--- src/hdl/rrc_ram.sv ---
// ----------------------------------------------------------------------------
// Generic RAM
// One write port and one read port; the read word is registered.
// ----------------------------------------------------------------------------
`default_nettype none

module rrc_ram #(
   parameter int WIDTH = 8,
   parameter int DEPTH = 64
) (
   input  wire logic                     clock,
   input  wire logic                     we,
   input  wire logic [$clog2(DEPTH)-1:0] waddr,
   input  wire logic [WIDTH-1:0]         wdata,
   input  wire logic                     re,
   input  wire logic [$clog2(DEPTH)-1:0] raddr,
   output logic      [WIDTH-1:0]         rdata
);

   logic [WIDTH-1:0] mem_ff [DEPTH];

   always_ff @(posedge clock) begin
      if (we) begin
         mem_ff[waddr] <= wdata;
      end
      if (re) begin
         rdata <= mem_ff[raddr];
      end
   end

endmodule

`default_nettype wire

--- config.mk ---
export PLATFORM = sky130hd
export DESIGN_NAME = rrc_ram
export DESIGN_NICKNAME = d
export VERILOG_FILES = /design/src/hdl/rrc_ram.sv
export SDC_FILE = /design/constraint.sdc
export NUM_CORES = 1
export LEC_CHECK = 0
export ABC_AREA = 1
export BUFFER_PORTS_ARGS = -buffer_cell sky130_fd_sc_hd__buf_4
export CELL_PAD_IN_SITES_DETAIL_PLACEMENT = 1
export CELL_PAD_IN_SITES_GLOBAL_PLACEMENT = 2
export CORE_MARGIN = 4
export CORE_UTILIZATION = 30
export CTS_BUF_LIST = sky130_fd_sc_hd__clkbuf_16
export DETAILED_ROUTE_END_ITERATION = 12
export GPL_TIMING_DRIVEN = 1
export MAX_ROUTING_LAYER = met4
export PLACE_DENSITY = 0.7
export SLEW_MARGIN = 20
export SYNTH_ARGS = -nofsm -noshare
export SYNTH_HDL_FRONTEND = slang
export SYNTH_SLANG_ARGS = --single-unit
--- constraint.sdc ---
create_clock -name clock -period 3.4 [get_ports clock]
set_input_delay 0.34 -clock clock [delete_from_list [all_inputs] [get_ports clock]]
set_output_delay 0.34 -clock clock [all_outputs]
set_load 0.02 [all_outputs]
# == Word level (Yosys, flattened, before mapping) ==
# Memory sizes are Yosys's and may differ from the RTL's. A register that Yosys moved wholly into a read port is not among the register bits.
# Cells that the tools add are included.
# word_totals
regBits,0
word_cells,3
out_inout_bits,8
mem_bits_rw,512
n_memories,1
input_bits,23
# mem_list
memory,depth,word_bits,rd,rd_clocked_by_memory_dff,wr,line_no,text
mem_ff,64,8,1,1,1,20,logic [WIDTH-1:0] mem_ff [DEPTH];
# op_classes
n_mux,2
# op_table
cell,n
1-bit 2-to-1 mux,2

# == Depth between registers and ports, before layout ==
# depth
depth_word,2
depth_mapped,12
ltp_nobuf,9

# == Least setup slack after synthesis ==
# Ideal clock, no wire load.
# synth_timing
kind,input port to flip-flop
startpoint,input we
endpoint,memory mem_ff[48][0] (enable)
required_time_ns,3.005
arrival_time_ns,1.711
path_slack_ns,1.294
setup_time_ns,0.395
path_stages,3
n_path_buf,1
path_cell_list,clkbuf_1 -> nand4_1 -> nor4_1
# synth_between
elab_chain_cells,2
# synth_rtl
element,line_no,text
"start, declared",12,"input wire logic we,"
1-bit 2-to-1 mux,23,if (we) begin
1-bit 2-to-1 mux (not written as such),24,mem_ff[waddr] <= wdata;
"end, declared",20,
# Every way passes these cells.

# == Worst setup path in the final report ==
# layout_timing
startpoint,input waddr[1]
endpoint,memory mem_ff[0][3] (enable)
# layout_rtl
element,line_no,text
"start, declared",13,"input wire logic [$clog2(DEPTH)-1:0] waddr,"
# Straight into the memory's write port.

==> run_results.csv <==
group,metric,value,unit
routing,drt_pass1_iterations,5,
power_and_ir_drop,switchingPower,3.212,mW
cells_and_area,syn2layout_area_growth,14.31,%
yosys,synth_area_per_cell,11.87,µm²
placement,io_buffers,30,
routing,ant_nets,0,
power_and_ir_drop,p_leak,8.775,nW
cells_and_area,num-fill-cells,7627,
timing,fin_setup_tns,0,ns
power_and_ir_drop,power.internal,10.64,mW
placement,gp_congestion,0.7673,
die,start_util,30.43,%
hold_path,hold_class,"in2reg",
die,ios,31,
run_status,status,"finished, final reports clean",
setup_path,startpoint_type,"primary input",
power_and_ir_drop,switching_share,23.18,%
grt,grt_first_pass_wirelength,94130,µm
timing,drv_slew,0,
power_and_ir_drop,vdd_drop_max,0.3776,mV
setup_path,reg2reg_slack,1.75,ns
setup_path,cp-end-kind,"flip-flop",
grt,grt-ovfl-total,0,
grt,grt_antenna_before_repair,0,
clocking,insertion_delay,0.63,ns
yosys,yosysWarnings,0,
timing,worst_slew_margin_rel,36.95,%
setup_path,cp_max_fo,9,
placement,dp_cells,2740,
timing,layout_setup_ws,1.162,ns
yosys,seq_area_frac_synth,72.90,%
timing,skew,0.01651,ns
flow_run,maxCapViolations,0,
cells_and_area,fin_nets,1883,
timing,rsz0062_at_grt,"no",
clocking,root_buffer,"clkbuf_16",
setup_path,crit_type,"in2reg",
timing,setup_viol,0,
yosys,synthCells,1805,
power_and_ir_drop,clockPowerShare,42.1,%
grt,grt_pass1_vias,14450,
cells_and_area,mostFrequentLayoutCells,"nand2_1 (648), edfxtp_1 (520), nand3_1 (439), buf_4 (98), clkbuf_16 (58)",
grt,grt_max_degree,99,
die,die-area,75740,µm²
routing,drt_iter0_markers,1266,
clocking,clockBufferDepth,3,
routing,drc_errors,0,
die,die_y,275.2,µm
timing,finalCritPeriodShare,65.82,%
placement,place_area,22720,µm²
die,fp.dieW,275.2,µm
placement,pre_cts_slack,0.5869,ns
yosys,syn_nets,1828,
timing,timing.fmax,446.8,MHz
clocking,ctsHtreeMaxLevel,2,
cells_and_area,layout_commonest_cell,"nand2_1",
die,rows,97,
power_and_ir_drop,powerDensity,565.8,nW/µm²
routing,vias_per_cell,4.944,
cells_and_area,final_cells,2844,
power_and_ir_drop,p_comb_share,6.4,%
timing,tightest_slew,0.9429,ns
timing,period_needed,2.238,ns
cells_and_area,n_antenna_cell,0,
yosys,ys_ff_latch,520,
cells_and_area,final_area,24480,µm²
clocking,postCtsSetupRepairBufs,0,
cells_and_area,fin_util,34.78,%
routing,finalWirelength,62570,µm
grt,track_usage,16.98,%
setup_path,arrival,2.48,ns
power_and_ir_drop,power,13.85,mW
clocking,cts_buffers,58,
clocking,ctsHoldBuffers,0,
clocking,cts_sinks,520,
routing,vias,14060,
timing,hold_violations,0,
die,core,70390,µm²
routing,avgRoutedWirePerCell,22.00,µm
setup_path,required,3.64,ns
clocking,clkSlewWorstSetupHoldPaths,0.06,ns
power_and_ir_drop,seq_power_share,51.5,%
clocking,cts_resized,0,
placement,dpl.hpwl,36590,µm
yosys,ys_types,15,
timing,hold-worst-slack,0.06050,ns
cells_and_area,drive_above_1_share,9.769,%
yosys,synth_area,21420,µm²
clocking,cts_tree,"done",
==> cells by family (layout without fill, tap and decap cells) <==
group                  count (synthesis)  in the layout  synth area share (%)
buffers and inverters                125            224                 4.007
AND/OR/NAND/NOR                     1160           1160                 23.09
flip-flops                           520            520                 72.90
==> metal layers <==
layer	wire length [µm]	vias to the layer above	GRT usage [%]
met5	0	-	-
met2	28350	334	26.17
met4	1528	0	4.272
met1	29660	7165	23.81
met3	3036	91	2.442
li1	-	6471	-
==> synth_stat cells <==
master    count  area share (%)
buf_1        10            0.18
buf_2        37            0.86
buf_4        14            0.49
buf_6        35             1.8
buf_8         2            0.14
clkbuf_1     15            0.26
edfxtp_1    520              73
inv_1        10            0.18
inv_2         1           0.018
inv_6         1           0.041
nand2_1     648              11
nand3_1     439              10
nand4_1       9            0.26
nor2_1       56            0.98
nor4_1        8            0.23
==> power groups by stage <==
stage / Clock (mW) / Combinational [mW] / Sequential, mW
4_1_cts: 6.01 / 0.901 / 7.13
6_report: 5.84 / 0.884 / 7.13
5_1_grt: 6.26 / 0.979 / 7.13
3_5_place_dp: 0 / 0.898 / 7.27
3_3_place_gp: 0 / 0.887 / 7.26
2_1_floorplan: 0 / 0.499 / 7.27
==> state kept, by name, summed over array words and instances (netlist names) <==
| name | cells |
|---|---|
| mem_ff | 512 |
| rdata | 8 |
==> worst max-delay path, cell delays in order <==
cell	delay, ns
buf_4	0.14
inv_1	0.20
nand4_1	0.79
nor2_1	1.00
==> area by class of cell <==
class / instances / area, µm² / area share, %
multi-input cells: 1160 / 4946 / 20.20
flip-flops and latches: 520 / 15620 / 63.78
clock inverters: 46 / 312.8 / 1.278
well taps: 940 / 1176 / 4.804
repair buffers: 108 / 929.6 / 3.797
inverters: 12 / 52.55 / 0.2146
clock buffers: 58 / 1451 / 5.928
==> final timing paths <==
check                 endpoint  cells after the start     startpoint
hold reg to reg       rdata[1]                      8  mem_ff[49][1]
setup / recovery  mem_ff[0][3]                      4       waddr[1]
hold / removal        rdata[6]                      1             re
setup reg to reg      rdata[1]                      8  mem_ff[19][1]
(Power assumes the default switching activity.)
